===== config.mk =====
export PLATFORM = sky130hd
export DESIGN_NAME = infix_to_postfix_converter_unit
export DESIGN_NICKNAME = d
export VERILOG_FILES = /design/src/sv/itp_pkg.sv /design/src/sv/itp_front.sv /design/src/sv/itp_queue.sv /design/src/sv/itp_back.sv /design/src/sv/infix_to_postfix_converter_unit.sv
export SDC_FILE = /design/constraint.sdc
export NUM_CORES = 1
export LEC_CHECK = 0
export ABC_AREA = 1
export BUFFER_PORTS_ARGS = -buffer_cell sky130_fd_sc_hd__buf_2
export CAP_MARGIN = 20
export CORE_MARGIN = 3
export CORE_UTILIZATION = 55
export DETAILED_ROUTE_END_ITERATION = 16
export PLACE_DENSITY_LB_ADDON = 0.15
export SLEW_MARGIN = 30
export SYNTH_ARGS = -nofsm -noshare
export SYNTH_HDL_FRONTEND = slang
export SYNTH_SLANG_ARGS = --single-unit

===== constraint.sdc =====
create_clock -name clk -period 9.08 [get_ports clk]
set_input_delay 2.724 -clock clk [delete_from_list [all_inputs] [get_ports clk]]
set_output_delay 2.724 -clock clk [all_outputs]
set_load 0.005 [all_outputs]

===== src/sv/itp_pkg.sv =====
`timescale 1ns / 1ps

package itp_pkg;

    localparam logic [7:0] CH_NUL    = 8'h00;
    localparam logic [7:0] CH_TAB    = 8'h09;
    localparam logic [7:0] CH_SPACE  = 8'h20;
    localparam logic [7:0] CH_LPAREN = 8'h28;
    localparam logic [7:0] CH_RPAREN = 8'h29;
    localparam logic [7:0] CH_PLUS   = 8'h2B;
    localparam logic [7:0] CH_MINUS  = 8'h2D;
    localparam logic [7:0] CH_STAR   = 8'h2A;
    localparam logic [7:0] CH_SLASH  = 8'h2F;
    localparam logic [7:0] CH_PCT    = 8'h25;
    localparam logic [7:0] CH_CARET  = 8'h5E;

    localparam logic [1:0] STAT_OK        = 2'd0;
    localparam logic [1:0] STAT_UNDERFLOW = 2'd1;
    localparam logic [1:0] STAT_OVERFLOW  = 2'd2;

    localparam int Q_DEPTH = 4;
    localparam int Q_AW    = $clog2(Q_DEPTH);

    typedef enum logic [2:0] {
        K_SKIP,
        K_OPERAND,
        K_LPAREN,
        K_RPAREN,
        K_OPER
    } sym_kind_t;

    typedef struct packed {
        logic [7:0] sym;
        sym_kind_t  kind;
        logic [2:0] prio;
        logic       last;
    } item_t;

    typedef enum logic [2:0] {
        B_IDLE,
        B_MAIN,
        B_MAIN_WAIT,
        B_FLUSH,
        B_FLUSH_WAIT
    } back_state_t;

    typedef struct packed {
        logic  full;
        logic  valid;
        item_t head;
    } queue_status_t;

    function automatic logic [2:0] incoming_prio(input logic [7:0] c);
        logic [2:0] p;
        begin
            case (c)
                CH_PLUS, CH_MINUS:         p = 3'd1;
                CH_STAR, CH_SLASH, CH_PCT: p = 3'd2;
                CH_CARET:                  p = 3'd4;
                default:                   p = 3'd0;
            endcase
            return p;
        end
    endfunction

    function automatic logic [2:0] stack_prio(input logic [7:0] c);
        logic [2:0] p;
        begin
            case (c)
                CH_PLUS, CH_MINUS:         p = 3'd1;
                CH_STAR, CH_SLASH, CH_PCT: p = 3'd2;
                CH_CARET:                  p = 3'd3;
                default:                   p = 3'd0;
            endcase
            return p;
        end
    endfunction

endpackage


===== src/sv/itp_front.sv =====
`timescale 1ns / 1ps

module itp_front (
    input  logic          s_tvalid,
    output logic          s_tready,
    input  logic [7:0]    s_tdata,   // [7:0] symbol
    input  logic          s_tlast,
    input  logic          q_full,
    output logic          q_push,
    output itp_pkg::item_t q_item
);
    import itp_pkg::*;

    assign s_tready = !q_full;
    assign q_push   = s_tvalid && !q_full;

    always_comb
    begin
        q_item.sym  = s_tdata;
        q_item.last = s_tlast;
        q_item.prio = incoming_prio(s_tdata);
        case (s_tdata)
            CH_SPACE, CH_TAB, CH_NUL: q_item.kind = K_SKIP;
            CH_LPAREN:                q_item.kind = K_LPAREN;
            CH_RPAREN:                q_item.kind = K_RPAREN;
            CH_PLUS, CH_MINUS, CH_STAR, CH_SLASH, CH_PCT, CH_CARET:
                                      q_item.kind = K_OPER;
            default:                  q_item.kind = K_OPERAND;
        endcase
    end

endmodule


===== src/sv/itp_queue.sv =====
`timescale 1ns / 1ps

module itp_queue (
    input  logic                  clk,
    input  logic                  rst_n,
    input  logic                  push,
    input  itp_pkg::item_t        push_item,
    input  logic                  pop,
    output itp_pkg::queue_status_t status
);
    import itp_pkg::*;

    item_t             entries_reg [Q_DEPTH];
    logic [Q_AW-1:0]   wr_ptr_reg, wr_ptr_next;
    logic [Q_AW-1:0]   rd_ptr_reg, rd_ptr_next;
    logic [Q_AW:0]     fill_reg, fill_next;
    logic              do_push;
    logic              do_pop;

    assign status.full  = (fill_reg == (Q_AW+1)'(Q_DEPTH));
    assign status.valid = (fill_reg != '0);
    assign status.head  = entries_reg[rd_ptr_reg];

    assign do_push = push && !status.full;
    assign do_pop  = pop && status.valid;

    always_comb
    begin
        wr_ptr_next = do_push ? wr_ptr_reg + 1'b1 : wr_ptr_reg;
        rd_ptr_next = do_pop ? rd_ptr_reg + 1'b1 : rd_ptr_reg;
        fill_next   = fill_reg;
        if (do_push && !do_pop)
        begin
            fill_next = fill_reg + 1'b1;
        end
        else if (do_pop && !do_push)
        begin
            fill_next = fill_reg - 1'b1;
        end
    end

    always_ff @(posedge clk or negedge rst_n)
    begin
        if (!rst_n)
        begin
            wr_ptr_reg <= '0;
            rd_ptr_reg <= '0;
            fill_reg   <= '0;
        end
        else
        begin
            wr_ptr_reg <= wr_ptr_next;
            rd_ptr_reg <= rd_ptr_next;
            fill_reg   <= fill_next;
        end
    end

    always_ff @(posedge clk)
    begin
        if (do_push)
        begin
            entries_reg[wr_ptr_reg] <= push_item;
        end
    end

endmodule


===== src/sv/itp_back.sv =====
`timescale 1ns / 1ps

module itp_back #(
    parameter int STACK_DEPTH = 32
) (
    input  logic                   clk,
    input  logic                   rst_n,
    input  itp_pkg::queue_status_t q_status,
    output logic                   q_pop,
    output logic                   m_tvalid,
    input  logic                   m_tready,
    output logic [7:0]             m_tdata,   // [7:0] out_char
    output logic                   m_tlast,
    output logic [1:0]             m_tuser    // [1:0] status
);
    import itp_pkg::*;

    localparam int AW = $clog2(STACK_DEPTH);
    localparam int CW = $clog2(STACK_DEPTH + 1);

    logic [7:0]    stack_mem [STACK_DEPTH];
    logic [7:0]    top_reg;

    back_state_t   state_reg, state_next;
    item_t         item_reg;
    logic [CW-1:0] count_reg, count_next;
    logic          ovf_reg, ovf_next;
    logic          failed_reg, failed_next;

    logic          m_tvalid_reg, m_tvalid_next;
    logic [7:0]    m_tdata_reg;
    logic          m_tlast_reg;
    logic [1:0]    m_tuser_reg;

    logic          out_free;
    logic          stack_empty;
    logic          stack_full;
    logic [1:0]    cur_stat;
    logic [AW-1:0] rd_addr;

    logic          deq;
    logic          emit;
    logic [7:0]    emit_char;
    logic          emit_last;
    logic [1:0]    emit_stat;
    logic          do_push;
    logic          do_pop;
    logic          do_clear;
    logic          do_fail;
    logic          act_again;
    logic          act_done;
    logic          act_abort;

    assign out_free    = !m_tvalid_reg || m_tready;
    assign stack_empty = (count_reg == '0);
    assign stack_full  = (count_reg >= CW'(STACK_DEPTH));
    assign cur_stat    = ovf_reg ? STAT_OVERFLOW : STAT_OK;
    assign rd_addr     = AW'(count_reg - 1'b1);

    // Decide what this cycle does with the current item and the stack top.
    always_comb
    begin
        deq       = 1'b0;
        emit      = 1'b0;
        emit_char = top_reg;
        emit_last = 1'b0;
        emit_stat = cur_stat;
        do_push   = 1'b0;
        do_pop    = 1'b0;
        do_clear  = 1'b0;
        do_fail   = 1'b0;
        act_again = 1'b0;
        act_done  = 1'b0;
        act_abort = 1'b0;
        case (state_reg)
            B_IDLE:
            begin
                if (q_status.valid)
                begin
                    deq = 1'b1;
                    if (failed_reg && q_status.head.last)
                    begin
                        do_clear = 1'b1;
                    end
                end
            end
            B_MAIN:
            begin
                case (item_reg.kind)
                    K_SKIP:
                    begin
                        act_done = 1'b1;
                    end
                    K_OPERAND:
                    begin
                        if (out_free)
                        begin
                            emit      = 1'b1;
                            emit_char = item_reg.sym;
                            act_done  = 1'b1;
                        end
                    end
                    K_LPAREN:
                    begin
                        do_push  = 1'b1;
                        act_done = 1'b1;
                    end
                    K_OPER:
                    begin
                        if (!stack_empty && (stack_prio(top_reg) >= item_reg.prio))
                        begin
                            if (out_free)
                            begin
                                emit      = 1'b1;
                                do_pop    = 1'b1;
                                act_again = 1'b1;
                            end
                        end
                        else
                        begin
                            do_push  = 1'b1;
                            act_done = 1'b1;
                        end
                    end
                    K_RPAREN:
                    begin
                        if (stack_empty)
                        begin
                            if (out_free)
                            begin
                                emit      = 1'b1;
                                emit_char = CH_NUL;
                                emit_last = 1'b1;
                                emit_stat = STAT_UNDERFLOW;
                                act_abort = 1'b1;
                                do_clear  = item_reg.last;
                                do_fail   = !item_reg.last;
                            end
                        end
                        else if (top_reg == CH_LPAREN)
                        begin
                            do_pop   = 1'b1;
                            act_done = 1'b1;
                        end
                        else if (out_free)
                        begin
                            emit      = 1'b1;
                            do_pop    = 1'b1;
                            act_again = 1'b1;
                        end
                    end
                    default:
                    begin
                        act_done = 1'b1;
                    end
                endcase
            end
            B_FLUSH:
            begin
                if (out_free)
                begin
                    emit = 1'b1;
                    if (!stack_empty)
                    begin
                        do_pop    = 1'b1;
                        act_again = 1'b1;
                    end
                    else
                    begin
                        emit_char = CH_NUL;
                        emit_last = 1'b1;
                        do_clear  = 1'b1;
                        act_done  = 1'b1;
                    end
                end
            end
            default:
            begin
            end
        endcase
    end

    always_comb
    begin
        state_next = state_reg;
        case (state_reg)
            B_IDLE:
            begin
                if (q_status.valid && !failed_reg)
                begin
                    state_next = B_MAIN;
                end
            end
            B_MAIN:
            begin
                if (act_again)
                begin
                    state_next = B_MAIN_WAIT;
                end
                else if (act_abort)
                begin
                    state_next = B_IDLE;
                end
                else if (act_done)
                begin
                    state_next = item_reg.last ? B_FLUSH_WAIT : B_IDLE;
                end
            end
            B_MAIN_WAIT:
            begin
                state_next = B_MAIN;
            end
            B_FLUSH:
            begin
                if (act_again)
                begin
                    state_next = B_FLUSH_WAIT;
                end
                else if (act_done)
                begin
                    state_next = B_IDLE;
                end
            end
            B_FLUSH_WAIT:
            begin
                state_next = B_FLUSH;
            end
            default:
            begin
                state_next = B_IDLE;
            end
        endcase
    end

    always_comb
    begin
        count_next    = count_reg;
        ovf_next      = ovf_reg;
        failed_next   = failed_reg;
        m_tvalid_next = m_tvalid_reg;
        if (do_clear)
        begin
            count_next  = '0;
            ovf_next    = 1'b0;
            failed_next = 1'b0;
        end
        else
        begin
            if (do_fail)
            begin
                failed_next = 1'b1;
            end
            if (do_pop)
            begin
                count_next = count_reg - 1'b1;
            end
            else if (do_push)
            begin
                if (stack_full)
                begin
                    ovf_next = 1'b1;
                end
                else
                begin
                    count_next = count_reg + 1'b1;
                end
            end
        end
        if (emit)
        begin
            m_tvalid_next = 1'b1;
        end
        else if (m_tready)
        begin
            m_tvalid_next = 1'b0;
        end
    end

    always_ff @(posedge clk or negedge rst_n)
    begin
        if (!rst_n)
        begin
            state_reg    <= B_IDLE;
            count_reg    <= '0;
            ovf_reg      <= 1'b0;
            failed_reg   <= 1'b0;
            m_tvalid_reg <= 1'b0;
        end
        else
        begin
            state_reg    <= state_next;
            count_reg    <= count_next;
            ovf_reg      <= ovf_next;
            failed_reg   <= failed_next;
            m_tvalid_reg <= m_tvalid_next;
        end
    end

    always_ff @(posedge clk)
    begin
        if (deq)
        begin
            item_reg <= q_status.head;
        end
        if (emit)
        begin
            m_tdata_reg <= emit_char;
            m_tlast_reg <= emit_last;
            m_tuser_reg <= emit_stat;
        end
    end

    // The top is read through a register from the settled count; the wait states cover that.
    always_ff @(posedge clk)
    begin
        if (do_push && !stack_full && !do_clear)
        begin
            stack_mem[count_reg[AW-1:0]] <= item_reg.sym;
        end
        top_reg <= stack_mem[rd_addr];
    end

    assign q_pop    = deq;
    assign m_tvalid = m_tvalid_reg;
    assign m_tdata  = m_tdata_reg;
    assign m_tlast  = m_tlast_reg;
    assign m_tuser  = m_tuser_reg;

endmodule


===== src/sv/infix_to_postfix_converter_unit.sv =====
`timescale 1ns / 1ps
// An accepted character passes through the queue and the item register to the output.
// The stack engine takes one character at a time, in an idle and then a main state;
// each popped operator adds a wait state; an expression end adds flush states for the NUL.
// The stack memory read is registered, so a pop waits for the new top to be read.
// Reset (rst_n, asynchronous, active low) empties the queue and the stack and clears flags.
module infix_to_postfix_converter_unit #(
    parameter int STACK_DEPTH = 32
) (
    input  logic       clk,
    input  logic       rst_n,
    input  logic       s_tvalid,
    output logic       s_tready,
    input  logic [7:0] s_tdata,   // [7:0] symbol
    input  logic       s_tlast,   // end_of_expr
    output logic       m_tvalid,
    input  logic       m_tready,
    output logic [7:0] m_tdata,   // [7:0] out_char
    output logic       m_tlast,   // last
    output logic [1:0] m_tuser    // [1:0] status
);
    import itp_pkg::*;

    logic          q_push;
    logic          q_pop;
    item_t         q_item;
    queue_status_t q_status;

    itp_front u_front (
        .s_tvalid (s_tvalid),
        .s_tready (s_tready),
        .s_tdata  (s_tdata),
        .s_tlast  (s_tlast),
        .q_full   (q_status.full),
        .q_push   (q_push),
        .q_item   (q_item)
    );

    itp_queue u_queue (
        .clk       (clk),
        .rst_n     (rst_n),
        .push      (q_push),
        .push_item (q_item),
        .pop       (q_pop),
        .status    (q_status)
    );

    itp_back #(
        .STACK_DEPTH (STACK_DEPTH)
    ) u_back (
        .clk      (clk),
        .rst_n    (rst_n),
        .q_status (q_status),
        .q_pop    (q_pop),
        .m_tvalid (m_tvalid),
        .m_tready (m_tready),
        .m_tdata  (m_tdata),
        .m_tlast  (m_tlast),
        .m_tuser  (m_tuser)
    );

    // Every closing result of an expression is the NUL character.
    assert property (@(posedge clk) disable iff (!rst_n)
        m_tvalid && m_tlast |-> m_tdata == CH_NUL)
        else $error("last result is not NUL");

    // An underflow error always closes the expression.
    assert property (@(posedge clk) disable iff (!rst_n)
        m_tvalid && (m_tuser == STAT_UNDERFLOW) |-> m_tlast)
        else $error("underflow result not marked last");

    // The front never writes into a full queue.
    assert property (@(posedge clk) disable iff (!rst_n)
        q_push |-> !q_status.full)
        else $error("push into full queue");

    // The back only takes an item when the queue holds one.
    assert property (@(posedge clk) disable iff (!rst_n)
        q_pop |-> q_status.valid)
        else $error("pop from empty queue");

endmodule


==> implementation parameters <==
Parameter                              Value

Drt
  Post-detailed-route via-to-cell ratio ... approximately 5.8
  Iter 0 DRT Violations ... 899
  Remaining DRCs ... 0
  Vias post-DR ... 9661
  Mean routed wirelength per cell ... 20.45 um
  Total iterations of the first detailed-routing run ... 5
  Residual antenna-violating net count after detailed routing ... 0
  Routed Wire Length ... 33.99 mm

Synthesis
  #FFs+latches synth ... 369
  Sequential cell area fraction in the yosys report ... 70.74%
  Most used flip-flop cell after synthesis ... sky130_fd_sc_hd__edfxtp_1
  Post-synthesis cell type count ... 47
  Area of the mapped netlist ... 15420 sq um
  Mapped Nets ... 1263
  Post-synth EDFFs ... 342
  Gate Count Post-Synth ... 1238
  Post-Syn Area per Cell ... 12.45 sq um
  Share of flip-flops with an asynchronous set or reset ... 5.149%
  Warnings, synthesis ... 0

Die
  Number of ports placed on the die boundary ... 26
  Initial standard-cell utilization of the core ... 56.57%
  Num rows ... 60
  Die outline height ... 173.4 um
  Core ar. ... about 27000 sq um
  Die area ... 30070 sq um
  Chip Width ... 173.4 um

Outcome
  Outcome ... finished, final reports clean

Place
  Placement Setup Slack ... approximately 4700 ps
  Placed wire-length estimate ... 19.91 mm
  Port Buf Inserts ... 25
  Routability cong. ... approximately 0.81
  Cell area after placement ... between 15000 and 20000 sq um

Clock tree
  CTS tree ... yes
  Total clock buffers created by CTS ... 39
  Clk Tree Root Cell ... sky130_fd_sc_hd__clkbuf_16
  Number of clock sinks seen by CTS ... 369
  Hold-fix buffer count after cts ... 0
  Clock slew at reported path FFs ... approximately 60 ps
  Cells resized by post-CTS repair ... 0
  Buffer levels on the longest clock path ... 3
  # H-tree levels ... 2
  Clock insertion delay at the later pin of the skew report ... between 500 and 600 ps
  Post-CTS setup buffers ... 0

Setup path
  Worst-path fanout max ... 4
  Data arrival at the endpoint of the critical path ... 1240 ps
  Worst Setup End Kind ... output pin
  Critical Path Start Type ... flip-flop
  CP Launch Point ... u_queue.fill_reg[0]$_DFFE_PN0P_
  Class of the most critical setup path ... flip-flop to output pin
  Origin of the critical flop-to-flop path ... u_back.count_reg[0]$_DFFE_PN0P_
  Required time of the critical path ... 6360 ps

Finish
  Fraction of final layout cells with drive strength greater than 1 ... 11.55%
  Post-layout nets ... 1287
  Number of flip-flops in the largest register ... 256
  Sequential cell area ... 10910 sq um
  Number of filler instances in the final layout ... 2085
  Combined area of the multi-input logic cells ... approximately 3900 sq um
  Antenna cells ... 0
  Post-layout instance area ... around 17000 sq um
  Final core occ ... a little over three fifths
  Synthesis-to-finish area growth ... 10.49%

STA
  Final-report setup violation count ... 0
  Total negative setup slack ... 0 ps
  Share of the clock period used by the worst path ... 43.68%
  Worst rel slew slack ... around two fifths
  Transition at the pin with the smallest max-transition slack ... 917.9 ps
  Min Clock Period, post-route ... approximately 4000 ps
  Worst clock skew on the final layout ... ~23 ps
  Number of max-slew violations in the final report ... 0
  Highest achievable clock rate ... 252.1 MHz
  Worst path setup slack after routing ... between 5000 and 6000 ps
  Final hold vios ... 0
  RSZ-0062 raised after global routing ... no

Min path
  Worst hold path startpoint ... u_back.ovf_reg$_DFFE_PN0P_
  Worst hold-check path type ... flip-flop to flip-flop

Global routing
  First-pass GRT wire length ... 53.67 mm
  Initial antenna violation count ... 0
  Grt ovf ... 0
  Via count of the first global-routing pass ... 9446
  Total GRT Usage ... 22.68%
  Pin count of the biggest net entering global routing ... between 70 and 80

Flow run
  Number of max-cap violations ... 0

Power and ir drop
  Maximum VDD drop ... 208.8 uV
  Power density relative to cell area ... 377.0 nW/um^2
  Leakage power ... 5.919 nW
[through the flow]
| stage | hold slack, ps | total power, mW | std cells |
|---|---|---|---|
| after floorplan | 468.9 | 4.162 | 1238 |
| after global placement | 507.6 | 4.890 | 1593 |
| after detailed placement | 507.1 | 4.944 | 1593 |
| after CTS | 520.1 | 6.435 | 1662 |
| after global routing | 531.4 | 6.811 | 1662 |
| final | 518.1 | 6.422 | 1662 |
[final timing paths]
path,endpoint,slack [ps],depth (start not counted)
setup / recovery,s_tready,5110,3
hold / removal,u_back.ovf_reg$_DFFE_PN0P_,520,2
setup reg to reg,u_back.stack_mem[23][7]$_DFFE_PP_,5180,12
hold reg to reg,u_back.ovf_reg$_DFFE_PN0P_,520,2
max in group asynchronous,u_back.count_reg[0]$_DFFE_PN0P_,6570,1
min in group asynchronous,u_back.m_tvalid$_DFFE_PN0P_,2150,1
[synth_stat cells, types with 4 or more instances]
| library cell | count | area, sq um |
|---|---|---|
| sky130_fd_sc_hd__nand2_2 | 4 | 25.02 |
| sky130_fd_sc_hd__a21oi_1 | 4 | 20.02 |
| sky130_fd_sc_hd__buf_6 | 8 | 90.09 |
| sky130_fd_sc_hd__inv_2 | 9 | 33.78 |
| sky130_fd_sc_hd__nor4_1 | 4 | 25.02 |
| sky130_fd_sc_hd__o211ai_1 | 22 | 165.2 |
| sky130_fd_sc_hd__o221ai_1 | 18 | 157.7 |
| sky130_fd_sc_hd__nand4_1 | 6 | 37.54 |
| sky130_fd_sc_hd__edfxtp_1 | 342 | 10270 |
| sky130_fd_sc_hd__o22ai_1 | 59 | 369.1 |
| sky130_fd_sc_hd__nor2_1 | 230 | 863.3 |
| sky130_fd_sc_hd__o21ai_0 | 170 | 850.8 |
| sky130_fd_sc_hd__xor2_1 | 6 | 52.55 |
| sky130_fd_sc_hd__o211ai_2 | 8 | 100.1 |
| sky130_fd_sc_hd__nor3_1 | 11 | 55.05 |
| sky130_fd_sc_hd__nand2_4 | 6 | 67.56 |
| sky130_fd_sc_hd__buf_4 | 5 | 37.54 |
| sky130_fd_sc_hd__dfrtp_1 | 19 | 475.5 |
| sky130_fd_sc_hd__inv_1 | 59 | 221.5 |
| sky130_fd_sc_hd__o21ai_1 | 20 | 100.1 |
| sky130_fd_sc_hd__nor2_4 | 5 | 56.30 |
| sky130_fd_sc_hd__nand2_1 | 89 | 334.1 |
| sky130_fd_sc_hd__dfxtp_1 | 8 | 160.2 |
| sky130_fd_sc_hd__nand3_1 | 37 | 185.2 |
| sky130_fd_sc_hd__ha_1 | 11 | 137.6 |
| sky130_fd_sc_hd__buf_2 | 15 | 75.07 |
| sky130_fd_sc_hd__clkbuf_1 | 32 | 120.1 |
[cells by family after synthesis]
group,after synthesis,synth area share [%]
DFF,369,70.74
adders and majority gates,12,1.023
AOI/OAI and AO/OA,311,11.97
buffers and inverters,133,3.928
xor gates and xnor gates,10,0.6899
and+or+nand+nor,403,11.65
[worst max-delay path: stages, from the launching register on]
cell and delay, ps:
sky130_fd_sc_hd__dfrtp_1 430, sky130_fd_sc_hd__inv_1 80, sky130_fd_sc_hd__nand3_1 80, sky130_fd_sc_hd__buf_2 140
[area by class of cell]
| cell class | count | share of cell area [%] |
|---|---|---|
| repair buffers | 45 | 1.616 |
| multi-input cells | 736 | 22.96 |
| inverters | 71 | 1.609 |
| clock buffers | 46 | 6.009 |
| flip-flops and latches | 369 | 64.06 |
| clock inverters | 23 | 1.021 |
| well taps | 372 | 2.733 |
[layout by cell type (no fill, tap or decap), drive strengths merged, types with 19 or more instances in the layout]
cell type,n
o211ai,30
o22ai,59
nor2,238
o21ai,190
clkbuf,46
inv,73
nand2,99
nand3,42
dfrtp,19
buf,45
edfxtp,342
[where the power goes]
part           leakage [nW]  switching, mW  internal (mW)
Clock                 0.587          0.629          0.863
Combinational          1.95           1.77          0.705
Sequential             3.39          0.174           2.28
Total                  5.92           2.58           3.85
[layer usage]
layer / GRT usage, % / wire length (um) / share of wire [%]
met3: 3.460 / 2153 / 6.3
met5: 0 / 0 / 0
met2: 36.08 / 16010 / 47
met4: 7.331 / 941 / 2.8
met1: 32.55 / 14890 / 44
Power figures use the tool's default switching activity.
